`src/qph_pkg.sv`:
```
package qph_pkg;

  localparam int DefTableSize  = 16;
  localparam int DefProbeLimit = 16;

  localparam int OpW      = 2;
  localparam int KeyW     = 31;
  localparam int ValueW   = 31;
  localparam int SlotIdxW = 4;

  typedef enum logic [OpW-1:0] {
    OpInsert = 2'd0,
    OpSearch = 2'd1,
    OpDelete = 2'd2
  } op_e;

endpackage

```
`src/qph_ram.sv`:
```
module qph_ram #(
  parameter int Width = 32,
  parameter int Depth = 16
) (
  input  logic                     clk_i,
  input  logic                     we_i,
  input  logic [$clog2(Depth)-1:0] waddr_i,
  input  logic [Width-1:0]         wdata_i,
  input  logic                     re_i,
  input  logic [$clog2(Depth)-1:0] raddr_i,
  output logic [Width-1:0]         rdata_o
);

  logic [Width-1:0] mem_q [Depth];
  logic [Width-1:0] rdata_q;

  always_ff @(posedge clk_i) begin
    if (we_i) begin
      mem_q[waddr_i] <= wdata_i;
    end
    if (re_i) begin
      rdata_q <= mem_q[raddr_i];
    end
  end

  assign rdata_o = rdata_q;

endmodule

```
`src/qph_key_mod.sv`:
```
module qph_key_mod import qph_pkg::*; #(
  parameter int TableSize = DefTableSize
) (
  input  logic                         clk_i,
  input  logic                         rst_ni,
  input  logic                         start_i,
  input  logic [KeyW-1:0]              key_i,
  output logic                         done_o,
  output logic [$clog2(TableSize)-1:0] rem_o
);

  localparam int SlotW   = $clog2(TableSize);
  localparam int Nibbles = (KeyW + 3) / 4;
  localparam int PadW    = Nibbles * 4;
  localparam int CntW    = $clog2(Nibbles);
  localparam int XW      = SlotW + 4;

  logic            busy_q, busy_d;
  logic            done_q, done_d;
  logic [CntW-1:0] cnt_q, cnt_d;
  logic [PadW-1:0] sh_q, sh_d;
  logic [SlotW-1:0] rem_q, rem_d;
  logic [XW-1:0]   x;

  always_comb begin
    x = {rem_q, sh_q[PadW-1 -: 4]};
    for (int k = 3; k >= 0; k--) begin
      if (x >= (XW'(TableSize) << k)) begin
        x = x - (XW'(TableSize) << k);
      end
    end
  end

  always_comb begin
    busy_d = busy_q;
    done_d = 1'b0;
    cnt_d  = cnt_q;
    sh_d   = sh_q;
    rem_d  = rem_q;
    if (start_i) begin
      busy_d = 1'b1;
      cnt_d  = CntW'(Nibbles - 1);
      sh_d   = PadW'(key_i);
      rem_d  = '0;
    end else if (busy_q) begin
      rem_d = x[SlotW-1:0];
      sh_d  = sh_q << 4;
      cnt_d = cnt_q - 1'b1;
      if (cnt_q == '0) begin
        busy_d = 1'b0;
        done_d = 1'b1;
      end
    end
  end

  always_ff @(posedge clk_i or negedge rst_ni) begin
    if (!rst_ni) begin
      busy_q <= 1'b0;
      done_q <= 1'b0;
      cnt_q  <= '0;
    end else begin
      busy_q <= busy_d;
      done_q <= done_d;
      cnt_q  <= cnt_d;
    end
  end

  always_ff @(posedge clk_i) begin
    sh_q  <= sh_d;
    rem_q <= rem_d;
  end

  assign done_o = done_q;
  assign rem_o  = rem_q;

endmodule

```
`src/quadratic_probe_hash_table.sv`:
```
// Flow: a request reduces the key modulo TABLE_SIZE, 4 key bits a cycle, then probes
//   n slots, n = probes examined (1 .. PROBE_LIMIT+1), before the result is registered.
// Requests: a new request is taken only once the result is registered; the probe
//   walk reads one slot a cycle.
// Reset: a clearing pass over all TABLE_SIZE slots empties every slot; no request is
//   taken until it ends.
module quadratic_probe_hash_table import qph_pkg::*; #(
  parameter int TableSize  = DefTableSize,
  parameter int ProbeLimit = DefProbeLimit
) (
  input  logic                clk_i,
  input  logic                rst_ni,
  input  logic                in_valid_i,
  output logic                in_stall_o,
  input  logic [OpW-1:0]      opcode_i,
  input  logic [KeyW-1:0]     key_i,
  input  logic [ValueW-1:0]   value_i,
  output logic                out_valid_o,
  input  logic                out_stall_i,
  output logic                success_o,
  output logic [SlotIdxW-1:0] slot_index_o
);

  localparam int SlotW = $clog2(TableSize);
  localparam int StepW = $clog2(ProbeLimit + 1);
  localparam int EntW  = KeyW + 1;

  typedef enum logic [4:0] {
    StClear  = 5'b00001,
    StIdle   = 5'b00010,
    StHash   = 5'b00100,
    StProbe  = 5'b01000,
    StFinish = 5'b10000
  } state_e;

  state_e state_q, state_d;

  logic [SlotW-1:0] clr_q, clr_d;
  op_e              op_q;
  logic [KeyW-1:0]  key_q;
  logic [ValueW-1:0] val_q;

  logic [SlotW-1:0] slot_q, slot_d;
  logic [SlotW-1:0] delta_q, delta_d;
  logic [StepW-1:0] iss_q, iss_d;
  logic             issuing_q, issuing_d;
  logic             chk_valid_q, chk_valid_d;
  logic [SlotW-1:0] chk_slot_q, chk_slot_d;
  logic             chk_last_q, chk_last_d;
  logic             found_q, found_d;
  logic [SlotW-1:0] res_slot_q, res_slot_d;

  logic                out_valid_q, out_valid_d;
  logic                success_q, success_d;
  logic [SlotIdxW-1:0] sidx_q, sidx_d;

  logic             in_acc;
  logic             mod_done;
  logic [SlotW-1:0] mod_rem;

  logic             ent_we;
  logic [SlotW-1:0] ent_waddr;
  logic [EntW-1:0]  ent_wdata;
  logic             ent_re;
  logic [EntW-1:0]  ent_rdata;
  logic             val_we;

  logic             occ;
  logic             hit;
  logic [SlotW:0]   ssum;
  logic [SlotW:0]   dsum;
  logic [SlotW-1:0] slot_nx;
  logic [SlotW-1:0] delta_nx;
  logic [SlotW+SlotIdxW-1:0] res_ext;

  assign in_stall_o = (state_q != StIdle);
  assign in_acc     = in_valid_i && !in_stall_o;

  qph_key_mod #(
    .TableSize(TableSize)
  ) u_key_mod (
    .clk_i  (clk_i),
    .rst_ni (rst_ni),
    .start_i(in_acc),
    .key_i  (key_i),
    .done_o (mod_done),
    .rem_o  (mod_rem)
  );

  qph_ram #(
    .Width(EntW),
    .Depth(TableSize)
  ) u_entry_ram (
    .clk_i  (clk_i),
    .we_i   (ent_we),
    .waddr_i(ent_waddr),
    .wdata_i(ent_wdata),
    .re_i   (ent_re),
    .raddr_i(slot_q),
    .rdata_o(ent_rdata)
  );

  qph_ram #(
    .Width(ValueW),
    .Depth(TableSize)
  ) u_value_ram (
    .clk_i  (clk_i),
    .we_i   (val_we),
    .waddr_i(res_slot_q),
    .wdata_i(val_q),
    .re_i   (1'b0),
    .raddr_i(res_slot_q),
    .rdata_o()
  );

  assign occ = ent_rdata[KeyW];
  assign hit = (op_q == OpInsert) ? !occ : (occ && (ent_rdata[KeyW-1:0] == key_q));

  always_comb begin
    ssum    = {1'b0, slot_q} + {1'b0, delta_q};
    slot_nx = ssum[SlotW-1:0];
    if (ssum >= (SlotW+1)'(TableSize)) begin
      slot_nx = SlotW'(ssum - (SlotW+1)'(TableSize));
    end
    dsum     = {1'b0, delta_q} + (SlotW+1)'(2);
    delta_nx = dsum[SlotW-1:0];
    if (dsum >= (SlotW+1)'(TableSize)) begin
      delta_nx = SlotW'(dsum - (SlotW+1)'(TableSize));
    end
  end

  assign res_ext = {{SlotIdxW{1'b0}}, res_slot_q};

  always_comb begin
    state_d     = state_q;
    clr_d       = clr_q;
    slot_d      = slot_q;
    delta_d     = delta_q;
    iss_d       = iss_q;
    issuing_d   = issuing_q;
    chk_valid_d = 1'b0;
    chk_slot_d  = chk_slot_q;
    chk_last_d  = chk_last_q;
    found_d     = found_q;
    res_slot_d  = res_slot_q;
    out_valid_d = out_valid_q;
    success_d   = success_q;
    sidx_d      = sidx_q;
    ent_we      = 1'b0;
    ent_waddr   = res_slot_q;
    ent_wdata   = {1'b0, key_q};
    ent_re      = 1'b0;
    val_we      = 1'b0;

    if (out_valid_q && !out_stall_i) begin
      out_valid_d = 1'b0;
    end

    case (state_q)
      StClear: begin
        ent_we    = 1'b1;
        ent_waddr = clr_q;
        ent_wdata = '0;
        clr_d     = clr_q + 1'b1;
        if (clr_q == SlotW'(TableSize - 1)) begin
          state_d = StIdle;
        end
      end
      StIdle: begin
        if (in_acc) begin
          state_d = StHash;
        end
      end
      StHash: begin
        if (mod_done) begin
          slot_d    = mod_rem;
          delta_d   = SlotW'(1);
          iss_d     = '0;
          issuing_d = 1'b1;
          found_d   = 1'b0;
          if (op_q inside {OpInsert, OpSearch, OpDelete}) begin
            state_d = StProbe;
          end else begin
            state_d = StFinish;
          end
        end
      end
      StProbe: begin
        if (issuing_q) begin
          ent_re      = 1'b1;
          chk_valid_d = 1'b1;
          chk_slot_d  = slot_q;
          chk_last_d  = (iss_q == StepW'(ProbeLimit));
          slot_d      = slot_nx;
          delta_d     = delta_nx;
          iss_d       = iss_q + 1'b1;
          if (iss_q == StepW'(ProbeLimit)) begin
            issuing_d = 1'b0;
          end
        end
        if (chk_valid_q) begin
          if (hit) begin
            found_d    = 1'b1;
            res_slot_d = chk_slot_q;
            issuing_d  = 1'b0;
            state_d    = StFinish;
          end else if (chk_last_q) begin
            state_d = StFinish;
          end
        end
      end
      StFinish: begin
        if (!out_valid_q || !out_stall_i) begin
          out_valid_d = 1'b1;
          success_d   = found_q;
          sidx_d      = found_q ? res_ext[SlotIdxW-1:0] : '0;
          if (found_q && (op_q == OpInsert)) begin
            ent_we    = 1'b1;
            ent_wdata = {1'b1, key_q};
            val_we    = 1'b1;
          end else if (found_q && (op_q == OpDelete)) begin
            ent_we    = 1'b1;
            ent_wdata = {1'b0, key_q};
          end
          state_d = StIdle;
        end
      end
      default: begin
        state_d = StIdle;
      end
    endcase
  end

  always_ff @(posedge clk_i or negedge rst_ni) begin
    if (!rst_ni) begin
      state_q     <= StClear;
      clr_q       <= '0;
      issuing_q   <= 1'b0;
      chk_valid_q <= 1'b0;
      found_q     <= 1'b0;
      out_valid_q <= 1'b0;
    end else begin
      state_q     <= state_d;
      clr_q       <= clr_d;
      issuing_q   <= issuing_d;
      chk_valid_q <= chk_valid_d;
      found_q     <= found_d;
      out_valid_q <= out_valid_d;
    end
  end

  always_ff @(posedge clk_i) begin
    if (in_acc) begin
      op_q  <= op_e'(opcode_i);
      key_q <= key_i;
      val_q <= value_i;
    end
    slot_q     <= slot_d;
    delta_q    <= delta_d;
    iss_q      <= iss_d;
    chk_slot_q <= chk_slot_d;
    chk_last_q <= chk_last_d;
    res_slot_q <= res_slot_d;
    success_q  <= success_d;
    sidx_q     <= sidx_d;
  end

  assign out_valid_o  = out_valid_q;
  assign success_o    = success_q;
  assign slot_index_o = sidx_q;

`ifndef SYNTHESIS
  a_result_from_finish: assert property (@(posedge clk_i) disable iff (!rst_ni)
    $rose(out_valid_q) |-> $past(state_q == StFinish))
    else $error("result raised outside finish");

  a_fail_slot_zero: assert property (@(posedge clk_i) disable iff (!rst_ni)
    (out_valid_q && !success_q) |-> (sidx_q == '0))
    else $error("failed request carries a nonzero slot");

  a_write_phase: assert property (@(posedge clk_i) disable iff (!rst_ni)
    ent_we |-> (state_q == StClear || state_q == StFinish))
    else $error("entry write outside clear or finish");

  a_probe_in_range: assert property (@(posedge clk_i) disable iff (!rst_ni)
    (state_q == StProbe && issuing_q) |-> ({1'b0, slot_q} < (SlotW+1)'(TableSize)))
    else $error("probe slot out of range");
`endif

endmodule
```
`config.mk`:
```
export PLATFORM = sky130hd
export DESIGN_NAME = quadratic_probe_hash_table
export DESIGN_NICKNAME = d
export VERILOG_FILES = /design/src/qph_pkg.sv /design/src/qph_ram.sv /design/src/qph_key_mod.sv /design/src/quadratic_probe_hash_table.sv
export SDC_FILE = /design/constraint.sdc
export NUM_CORES = 1
export LEC_CHECK = 0
export ABC_AREA = 0
export BUFFER_PORTS_ARGS = -buffer_cell sky130_fd_sc_hd__buf_2
export CAP_MARGIN = 40
export CORE_ASPECT_RATIO = 0.5
export CORE_UTILIZATION = 30
export DETAILED_ROUTE_END_ITERATION = 8
export PLACE_DENSITY_LB_ADDON = 0.25
export SLEW_MARGIN = 20
export SYNTH_ARGS = -nofsm -noshare
export SYNTH_HDL_FRONTEND = slang
export SYNTH_SLANG_ARGS = --single-unit
export TNS_END_PERCENT = 10
```
`constraint.sdc`:
```
create_clock -name clk_i -period 4.4 [get_ports clk_i]
set_clock_uncertainty 0.05 [all_clocks]
set_input_delay 0.88 -clock clk_i [delete_from_list [all_inputs] [get_ports clk_i]]
set_output_delay 0.88 -clock clk_i [all_outputs]
set_load 0.05 [all_outputs]
```
# == After elaboration in Yosys (flattened, before gate mapping) ==
# Memories as Yosys holds them, arrays and structs flattened. A register that Yosys moved wholly into a read port is not among the register bits.
# Index checks and enable logic that the tools add are counted.
# word_totals
reg_bits,114
ram_bits,512
in_bits,68
output_inout_bits,7
word_cells,141
n_memories,1
# mem_list
name,depth,width,read_ports,rd_ports_with_merged_regs,write_ports,line_no,text
u_entry_ram.mem_q,16,32,1,1,1,qph_ram.sv:14,logic [Width-1:0] mem_q [Depth];
# op_classes
add_sub_neg,11
order_cmp,6
n_eq_ne,19
muxes,60
reduce_logical,22
# op_table
cell,count
$mux 32,2
$pmux 32 s2,1
$mux 31,2
$mux 5,10
$mux 4,8
$eq 31x31->1,1
$mux 1,25
$pmux 5 s5,1
$mux 8,3
$pmux 4 s2,2
$ne 2x2->1 const B,6
$sub 4x1->4 const B,3
$eq 5x5->1 const B,2
$ge 5x5->1 const B,2
$pmux 5 s2,1
$ge 8x5->1 const B,1
$ge 8x6->1 const B,1
$ge 8x7->1 const B,1
$ge 8x8->1 const B,1
$sub 8x6->8 const B,1
$sub 8x7->8 const B,1
$sub 8x8->8 const B,1
$mux 3,2
$pmux 1 s2,3
other kinds (26),37

# == Longest topological paths before layout ==
# Gate-level depths: netlist of the first run.
# logic_depth
ltp_word,8
mapped_depth,7
mapped_depth_nobuf,7

# == By module ==
# A second synthesis of the first run with hierarchy kept.
# hier_totals
hier_cells,1211
hier_area_um2,25356.8
# modules_own_cells
mod,instances,cells_each,area_per_inst_um2,seq_area_each_um2
qph_ram,1,838,20155.6,16335.7
quadratic_probe_hash_table,1,269,3367.0,2098.3
qph_key_mod,1,104,1834.3,1156.1

# == Worst setup path before layout of the first run ==
# OpenSTA, ideal clock, no wires.
# synth_path
path_kind,flip-flop to flip-flop
from,register state_q[4]
to,"memory u_entry_ram.mem_q[7][0], enable pin"
setup_ns,0.421
t_arrival_ns,2.779
slack_ns,1.150
stages_incl_launch_ff,5
period_less_slack_ns,3.250
path_cell_list,dfrtp_1 -> or3_1 -> nor3b_4 -> a32oi_1 -> nor2_1
# synth_via
elab_chain_cells,4
# synth_lines
element,line_no,text
from (decl),quadratic_probe_hash_table.sv:36,"state_e state_q, state_d;"
from (signal assigned),quadratic_probe_hash_table.sv:236,state_q <= StClear;
from (signal assigned),quadratic_probe_hash_table.sv:243,state_q <= state_d;
$eq 5x5->1 / $eq 5x1->1 (equally long branches),quadratic_probe_hash_table.sv:159,case (state_q)
$pmux 1 s2,quadratic_probe_hash_table.sv:159,
$mux 1,qph_ram.sv:18,if (we_i) begin
$mux 1 (implied by the code),qph_ram.sv:19,mem_q[waddr_i] <= wdata_i;
to (decl),qph_ram.sv:14,
# Several ways; a longest one is shown, not always the timed one.

# == Worst setup path in the final report of the first run ==
# layout_path
from,register state_q[2]
to,output port in_stall_o
# layout_via
elab_chain_cells,1
# layout_lines
element,line_no,text
$ne 5x2->1,quadratic_probe_hash_table.sv:76,assign in_stall_o = (state_q != StIdle);
to (decl),quadratic_probe_hash_table.sv:14,"output logic in_stall_o,"
# No other way between the ends.

==> run_results.csv, run 1 <==
group,metric,value,unit
outcome,status,"finished, final reports clean",
power_and_ir_drop,p_leak,9.38,nW
synth,synth_xor_area_frac,0.0148,
synth,synth_edf_count,634,
synth,synth_nets,1284,
drt,ant_nets,0,
cts,cts-root-buf,"clkbuf_16",
synth,synth-adder-area-share,0.00472,
drt,wl,61.4,mm
sta,slew_headroom,0.334,
sta,timing.final.crit_share,0.796,
place,dpl_worst_slack,1050,ps
critical_path,path_max_fanout,8,
cts,postCtsHoldBufs,0,
drt,vias,12200,
cells_and_area,drive_gt1_frac,0.265,
floorplan,dieArea,86000,µm²
sta,hold_viol,0,
synth,synth-seq-cells,657,
floorplan,core-area,83900,µm²
synth,synth_area,25400,µm²
cells_and_area,area_growth,15.5,%
floorplan,row_count,75,
cells_and_area,n_fill_cell,7799,
synth,synth_top_family_by_area,"multiplexers",
cts,numClockSinks,657,
synth,avgSynthCellArea,21.1,µm²
flow_run,maxCapViolations,0,
global_route,grt_pass1_vias,12700,
sta,grt_setup_unrepaired,"no",
cts,clk_latency,610,ps
cts,cts_buffer_depth,3,
sta,max_freq,0.285,GHz
global_route,grt_start_max_net_pins,68,
cts,post_cts_buffers,0,
drt,drc,0,
drt,wire_per_inst,24.8,µm
drt,first_iter_violations,1001,
synth,synthSimpleGateAreaFrac,0.0453,
drt,via_per_inst,4.91,
synth,synthMuxAreaShare,0.144,
critical_path,endpoint_kind,"primary output",
place,gp_congestion,0.758,
sta,setup_viol,0,
synth,ys_warn_count,0,
sta,slew_violations,0,
synth,synth_top_flop_cell,"edfxtp_1",
critical_path,start_kind,"flop",
cells_and_area,post-route-util,0.350,
cts,clk_pin_slew,70,ps
power_and_ir_drop,power.density,505,nW/µm²
power_and_ir_drop,ir_drop,0.260,mV
floorplan,fp.dieH,208,µm
place,place_hpwl,35.1,mm
cts,cts_tree,"built",
synth,synth.distinct_cells,50,
synth,ys_seq_area_frac,0.770,
critical_path,path_class,"reg2out",
sta,worstMarginPinSlew,1000,ps
floorplan,pin_count,75,
cts,ctsResizeCount,0,
global_route,grt_pass1_wl,89.5,mm
sta,worst_slack,896,ps
synth,synthCells,1207,
drt,firstDrtPassIters,5,
hold_path,hold_path_class,"in2async",
global_route,overflow,0,
place,port_buffers,43,
cts,numCtsBuffers,67,
sta,setup-tns-final,0,ps
cells_and_area,fin_nets,1385,
global_route,antenna_found_initial,0,
floorplan,initial_core_util,0.303,
global_route,grt_usage,0.145,
critical_path,crit_arrival,2570,ps
synth,async_reset_ff_frac,0.0274,
cts,htree_levels,3,
synth,synth_compound_area_frac,0.00817,
floorplan,dieWidth,414,µm
critical_path,crit_required,3470,ps
cells_and_area,n_antenna_cell,0,
sta,finalCriticalPeriod,3500,ps
cell usage after synthesis, types with 6 or more instances:
| cell type | n | area (µm²) |
|---|---|---|
| and2_1 | 40 | 250 |
| dfrtp_1 | 17 | 425 |
| o21ai_0 | 9 | 45.0 |
| edfxtp_1 | 634 | 19000 |
| xnor2_1 | 8 | 70.1 |
| clkbuf_1 | 24 | 90.1 |
| inv_1 | 15 | 56.3 |
| buf_6 | 10 | 113 |
| mux4_2 | 160 | 3600 |
| nand2_1 | 103 | 387 |
| xor2_1 | 35 | 307 |
| buf_2 | 6 | 30.0 |
| buf_1 | 6 | 22.5 |
| nor3_1 | 7 | 35.0 |
| nor2_1 | 38 | 143 |
| nor4_1 | 17 | 106 |
| nand4_1 | 6 | 37.5 |
| ha_1 | 8 | 100 |
kinds of logic after synthesis:
logic type	count (synthesis)
compound gates	31
xor+xnor	43
fa+ha+maj	9
buf+inv	65
flops	657
mux	165
simple gates	237
path summary, 6_finish.rpt:
check,slack [ps],to,startpoint,cells past startpoint
min in group clk_i,370,res_slot_q[2],chk_slot_q[2],0
worst max register to register,1230,u_entry_ram.mem_q[11][26],state_q[4],5
worst min-delay path,170,u_key_mod.cnt_q[0],rst_ni,1
worst min register to register,370,res_slot_q[2],chk_slot_q[2],0
max in group asynchronous,3760,state_q[0],rst_ni,1
worst max-delay path,900,in_stall_o,state_q[2],4
metrics by stage:
stage / power, mW / hold slack [ps] / instance area [µm²] / std cells
final: 14.8 / 171 / 29400 / 2476
after global routing: 15.4 / 188 / 29400 / 2476
after CTS: 15.0 / 151 / 29400 / 2476
after detailed placement: 9.53 / 356 / 27300 / 2355
after global placement: 9.46 / 351 / 27200 / 2348
after floorplan: 8.90 / 350 / 25400 / 1207
cell usage in the layout, fill, tap and decap left out, types with 4 or more instances in the layout:
master,Yosys,routed
a31oi_1,5,5
nand2_1,103,102
mux2i_1,5,5
clkbuf_16,0,69
clkinv_1,0,14
clkbuf_1,24,12
nand3_1,4,4
clkinv_2,0,13
buf_12,0,8
inv_6,0,4
xnor2_1,8,8
o21ai_0,9,9
nand4_1,6,6
dfrtp_1,17,17
buf_2,6,47
edfxtp_1,634,634
and2_1,40,39
nor3_1,7,7
and3_1,5,5
inv_1,15,15
nor3b_1,4,4
a21oi_1,4,4
nor2_4,0,16
nor2_1,38,22
ha_1,8,8
nor4_1,17,17
buf_4,3,25
xor2_1,35,35
mux4_2,160,160
dfxtp_1,5,5
cell type report:
class / instances / area [µm²] / share of cell area
inverter: 16 / 60.1 / 0.00204
sequential: 657 / 19600 / 0.667
tap: 1116 / 1400 / 0.0475
timing repair buffer: 81 / 598 / 0.0204
clock buffer: 83 / 1800 / 0.0613
clock inverter: 38 / 292 / 0.00993
multi-input combinational: 485 / 5630 / 0.192
registers in the layout (all words and copies together) (netlist names), 2 cells and up:
name                 cells
slot_index_o             4
u_key_mod.rem_o          4
iss_q                    5
slot_q                   4
u_key_mod.sh_q          32
u_entry_ram.mem_q      512
chk_slot_q               4
u_entry_ram.rdata_o     32
delta_q                  3
key_q                   31
res_slot_q               4
state_q                  5
u_key_mod.cnt_q          3
clr_q                    4
op_q                     2
report_power, final:
| part | switching (mW) | internal, mW |
|---|---|---|
| Sequential | 0.199 | 7.49 |
| Clock | 2.36 | 3.10 |
| Combinational | 1.11 | 0.581 |
| Total | 3.67 | 11.2 |
critical path, stage by stage (launching register included):
cell and delay, ps:
dfrtp_1 460, or3_1 430, nor3b_2 560, inv_1 240, buf_2 280
per-layer routing:
layer	share of wire	track usage	routed length [µm]	vias to the layer above
li1	-	-	-	5109
met1	0.46	0.210	28200	6613
met2	0.47	0.226	29100	346
met3	0.049	0.0241	3040	86
met4	0.019	0.0358	1170	0
met5	0	0	0	-
Power figures use the tool's default switching activity.
==> inputs of run 2 (changes only) <==
==> constraint.sdc (replaced) <==
create_clock -name clk_i -period 3.2 [get_ports clk_i]
set_clock_uncertainty 0.05 [all_clocks]
set_input_delay 0.64 -clock clk_i [delete_from_list [all_inputs] [get_ports clk_i]]
set_output_delay 0.64 -clock clk_i [all_outputs]
set_load 0.05 [all_outputs]
==> run 2 against run 1 <==
Critical path depth rose by 1. Clock power rose by 30%. Count of clock-buffer cells in the layout fell by 6. Combinational power up 40%. Setup slack lost 740 ps.
==> run_results.csv, run 2 (synthesized netlist as in run 1, its figures left out) <==
group,metric,value,unit
power_and_ir_drop,p_seq_frac,0.527,
critical_path,worst_path_largest_cell_delay,480,ps
cells_and_area,area_growth,15.8,%
critical_path,rr_endpoint,"u_entry_ram.mem_q[3][8]",
cells_and_area,drive_gt1_frac,0.267,
critical_path,crit_family,"simple AND/OR/NAND/NOR gates",
global_route,grt_start_max_net_pins,71,
sta,finalCriticalPeriod,3040,ps
power_and_ir_drop,switchingPower,4.99,mW
drt,first_iter_violations,1193,
critical_path,start_kind,"flop",
place,place_hpwl,33.5,mm
floorplan,core-area,83900,µm²
cts,numClockSinks,657,
critical_path,startpoint,"state_q[2]",
cts,post_cts_buffers,0,
sta,max_freq,0.329,GHz
cts,cts-root-buf,"clkbuf_16",
global_route,antenna_found_initial,1,
sta,hold_viol,0,
cells_and_area,fin_nets,1385,
cells_and_area,layout_common_cells,"edfxtp_1, mux4_2, nand2_1",
critical_path,ff2ff_setup_slack,370,ps
floorplan,pin_count,75,
flow_run,maxCapViolations,0,
cts,cts_tree,"built",
place,port_buffers,43,
sta,timing.final.crit_share,0.951,
power_and_ir_drop,ir_drop,0.418,mV
floorplan,initial_core_util,0.303,
power_and_ir_drop,power.density,679,nW/µm²
critical_path,r2r_start,"state_q[4]",
cts,clk_pin_slew,60,ps
critical_path,rr_worst_depth,5,
floorplan,row_count,75,
power_and_ir_drop,power_switching_share,0.249,
drt,drc,0,
sta,slew_violations,0,
cts,numCtsBuffers,61,
power_and_ir_drop,p_int,15.0,mW
critical_path,crit_required,2510,ps
floorplan,dieWidth,414,µm
critical_path,path_class,"reg2out",
sta,setup_viol,0,
cts,cts_buffer_depth,3,
global_route,grt_usage,0.142,
critical_path,critical_path.cell_chain,"or3_1 -> nor3b_2 -> buf_4 -> inv_1 -> buf_2",
global_route,overflow,0,
cells_and_area,n_antenna_cell,0,
hold_path,hold_path_class,"in2reg",
critical_path,setup.worst_path.end,"in_stall_o",
cells_and_area,largest_reg_flops,512,
power_and_ir_drop,p_comb_frac,0.118,
sta,worstMarginPinSlew,994,ps
critical_path,path_max_fanout,8,
critical_path,crit_arrival,2350,ps
sta,slew_headroom,0.337,
global_route,grt_pass1_wl,88.3,mm
place,dpl_cell_area,27500,µm²
drt,vias,12000,
floorplan,fp.dieH,208,µm
critical_path,cp.depth,5,
sta,grt_setup_unrepaired,"no",
outcome,status,"finished, final reports clean",
critical_path,cpMaxStageDelayCell,"dfrtp_1",
power_and_ir_drop,clkPwrFrac,0.355,
floorplan,dieArea,86000,µm²
cts,clk_latency,660,ps
sta,setup-tns-final,0,ps
critical_path,endpoint_kind,"primary output",
drt,ant_nets,0,
global_route,grt_pass1_vias,12600,
critical_path,path_buf_inv,3,
cts,htree_levels,2,
cells_and_area,final_common_cell,"edfxtp_1",
cells_and_area,design_area,29500,µm²
cells_and_area,largest_register,"u_entry_ram.mem_q",
place,gp_congestion,0.814,
drt,wire_per_inst,24.5,µm
drt,wl,60.6,mm
drt,via_per_inst,4.84,
power_and_ir_drop,total_power,20.0,mW
drt,firstDrtPassIters,5,
power_and_ir_drop,p_leak,9.36,nW
==> run 2: timing repair <==
item | in CTS | in global routing
setup endpoints to repair | 0 | 0
resized for setup | 0 | 0
hold buffers | 1 | 0
endpoints found under the hold margin | 17 | 0
==> run 2: power groups by stage <==
stage	combinational, mW	clock (mW)	sequential, mW
after floorplan	1.61	0	10.6
after global placement	2.31	0	10.7
after detailed placement	2.40	0	10.7
after CTS	2.41	7.31	10.5
after global routing	2.59	7.60	10.6
final	2.36	7.10	10.5
==> run 2: layout make-up <==
class	instances	area [µm²]
clock buffer	77	1640
inverter	16	60.1
tap	1116	1400
fill	7815	54400
multi-input combinational	485	5630
timing repair buffer	87	818
clock inverter	38	325
sequential	657	19600
==> run 2: how the worst min path moves through the flow <==
stage | from | end | slack (ps) | cells past startpoint
6_report | key_i[26] | key_q[26] | 130 | 1
3_3_place_gp | chk_slot_q[0] | res_slot_q[0] | 350 | 0
4_1_cts | key_i[26] | key_q[26] | 90 | 1
2_1_floorplan | rst_ni | chk_valid_q | 290 | 0
5_1_grt | key_i[26] | key_q[26] | 100 | 1
3_5_place_dp | chk_slot_q[1] | res_slot_q[1] | 360 | 0
==> run 2: routing by layer <==
metal	global-route usage	vias up	wire length (µm)
met5	0	-	0
met4	0.0327	0	1010
met3	0.0195	77	2780
met2	0.223	284	28600
met1	0.210	6527	28300
li1	-	5105	-
==> run 2: metrics by stage <==
step / cells / util / hold slack, ps / setup slack (ps)
3_5_place_dp: 2359 / 0.328 / 356 / 360
4_1_cts: 2475 / 0.351 / 85.8 / 140
3_3_place_gp: 2357 / 0.327 / 353 / 380
5_1_grt: 2476 / 0.351 / 103 / 81.4
6_report: 2476 / 0.351 / 131 / 156
2_1_floorplan: 1207 / - / 294 / -50.3
==> inputs of run 3 (changes only) <==
--- a/config.mk
+++ b/config.mk
@@ -11,7 +11,7 @@
 export CORE_ASPECT_RATIO = 0.5
 export CORE_UTILIZATION = 30
 export DETAILED_ROUTE_END_ITERATION = 8
-export PLACE_DENSITY_LB_ADDON = 0.25
+export PLACE_DENSITY = 0.43
 export SLEW_MARGIN = 20
 export SYNTH_ARGS = -nofsm -noshare
 export SYNTH_HDL_FRONTEND = slang
==> run 3 against run 2 <==
Register-to-register slack got worse by 60 ps. Non-clock buffer count rose by 15. Utilization grew 0.43 points. Hold slack gained 4.8 ps. Routed wire length is 7.1% higher. Largest cell class unchanged.
==> run_results.csv, run 3 (synthesized netlist as in run 1, its figures left out) <==
group,metric,value,unit
floorplan,row_count,75,
global_route,antenna_found_initial,5,
outcome,status,"finished, final reports clean",
cells_and_area,layout_common_cells,"edfxtp_1, mux4_2, nand2_1",
power_and_ir_drop,power.density,696,nW/µm²
cells_and_area,fin_nets,1400,
drt,drc,0,
floorplan,pin_count,75,
sta,hold_viol,0,
drt,first_iter_violations,1024,
critical_path,crit_arrival,2240,ps
cts,numClockSinks,657,
floorplan,dieWidth,414,µm
critical_path,critical_path.cell_chain,"or3_1 -> nor3b_2 -> buf_4 -> inv_1 -> buf_2",
critical_path,cpMaxStageDelayCell,"dfrtp_1",
cts,numCtsBuffers,61,
critical_path,crit_required,2510,ps
cells_and_area,post-route-util,0.355,
place,place_hpwl,36.4,mm
cts,ctsResizeCount,0,
cts,clk_latency,650,ps
floorplan,fp.dieH,208,µm
cts,clk_pin_slew,70,ps
sta,timing.final.crit_share,0.916,
global_route,overflow,0,
drt,wire_per_inst,26.1,µm
floorplan,dieArea,86000,µm²
cells_and_area,area_growth,17.2,%
sta,slew_headroom,0.285,
cells_and_area,design_area,29800,µm²
sta,setup_viol,0,
cells_and_area,drive_gt1_frac,0.276,
cells_and_area,largest_register,"u_entry_ram.mem_q",
floorplan,core-area,83900,µm²
cts,cts-root-buf,"clkbuf_16",
hold_path,hold-path-cell-count,1,
hold_path,hold_path_class,"in2reg",
power_and_ir_drop,ir_drop,0.421,mV
critical_path,path_max_fanout,8,
critical_path,path_class,"reg2out",
critical_path,start_kind,"flop",
cts,htree_levels,2,
hold_path,hold_start,"key_i[13]",
sta,slew_violations,0,
sta,finalCriticalPeriod,2930,ps
sta,setup-tns-final,0,ps
place,port_buffers,43,
place,dpl_cell_area,27600,µm²
cts,cts_tree,"built",
critical_path,ff2ff_setup_slack,310,ps
cells_and_area,largest_reg_flops,512,
cells_and_area,final_common_cell,"edfxtp_1",
floorplan,initial_core_util,0.303,
drt,ant_nets,0,
power_and_ir_drop,p_leak,9.55,nW
drt,vias,12100,
drt,wl,65.0,mm
place,gp_congestion,0.768,
global_route,grt_pass1_wl,93.3,mm
global_route,grt_pass1_vias,12700,
global_route,grt_start_max_net_pins,55,
sta,max_freq,0.341,GHz
drt,via_per_inst,4.86,
critical_path,worst_path_largest_cell_delay,480,ps
critical_path,endpoint_kind,"primary output",
critical_path,rr_endpoint,"u_entry_ram.mem_q[9][18]",
drt,firstDrtPassIters,5,
flow_run,maxCapViolations,0,
sta,worstMarginPinSlew,1070,ps
cts,cts_buffer_depth,3,
global_route,grt_usage,0.153,
hold_path,min_to,"key_q[13]",
critical_path,rr_worst_depth,7,
sta,grt_setup_unrepaired,"no",
critical_path,r2r_start,"state_q[4]",
[run 3: changes by cell type in the layout (fill, tap and decap cells not counted), moves of 2 or more]
cell        previous run  this run
clkinv_16              2         0
buf_16                 0         2
diode_2                0         3
clkinv_1              10        13
buf_12                22        26
bufinv_16              3        12
clkinvlp_4             6         3
clkbuf_1              12         5
clkbuf_8               3         0
buf_4                 19        27
[run 3: worst max-delay path, delay by kind of cell (launching register included)]
| kind | cells | cell delay [ps] |
|---|---|---|
| flip-flops | 1 | 480 |
| AND/OR/NAND/NOR | 2 | 630 |
| buffers and inverters | 3 | 490 |
[run 3: per-stage QoR]
| step | power (mW) | hold slack [ps] | cells | setup WS [ps] |
|---|---|---|---|---|
| floorplan | 12.2 | 294 | 1207 | -50.3 |
| global placement | 13.1 | 360 | 2367 | 197 |
| detailed placement | 13.2 | 357 | 2372 | 357 |
| CTS | 21.0 | 83.1 | 2485 | 248 |
| global route | 21.6 | 101 | 2491 | 181 |
| finish | 20.7 | 135 | 2491 | 269 |
[run 3: worst max path at each step]
stage / from / end / cells after the start
5_1_grt: state_q[4] / u_entry_ram.mem_q[9][15] / 7
2_1_floorplan: state_q[4] / u_entry_ram.mem_q[7][0] / 4
6_report: state_q[2] / in_stall_o / 5
3_3_place_gp: state_q[4] / u_entry_ram.mem_q[5][25] / 6
4_1_cts: state_q[2] / in_stall_o / 5
3_5_place_dp: state_q[4] / u_entry_ram.mem_q[9][9] / 7
[run 3: final cells by class]
cell class / count / area, µm²
Antenna cell: 3 / 7.51
Clock inverter: 45 / 547
Timing Repair Buffer: 102 / 1020
Tap cell: 1116 / 1400
Clock buffer: 67 / 1570
Fill cell: 7771 / 54100
Multi-Input combinational cell: 485 / 5630
Sequential cell: 657 / 19600
Inverter: 16 / 60.1
[run 3: where the power goes]
part           switching (mW)  total, mW  internal [mW]
clock                    3.25       7.75           4.50
sequential              0.235       10.5           10.3
combinational            1.59       2.47          0.879
total                    5.08       20.7           15.7
[run 3: metal layers]
| metal | GRT usage | wire [µm] |
|---|---|---|
| met4 | 0.0373 | 1070 |
| met5 | 0 | 0 |
| met2 | 0.230 | 29600 |
| met3 | 0.0304 | 4040 |
| met1 | 0.227 | 30300 |
[run 3: repair_timing]
item	in CTS	in global routing
hold buffers	1	0
setup buffers	0	0
hold endpoints to repair	17	0
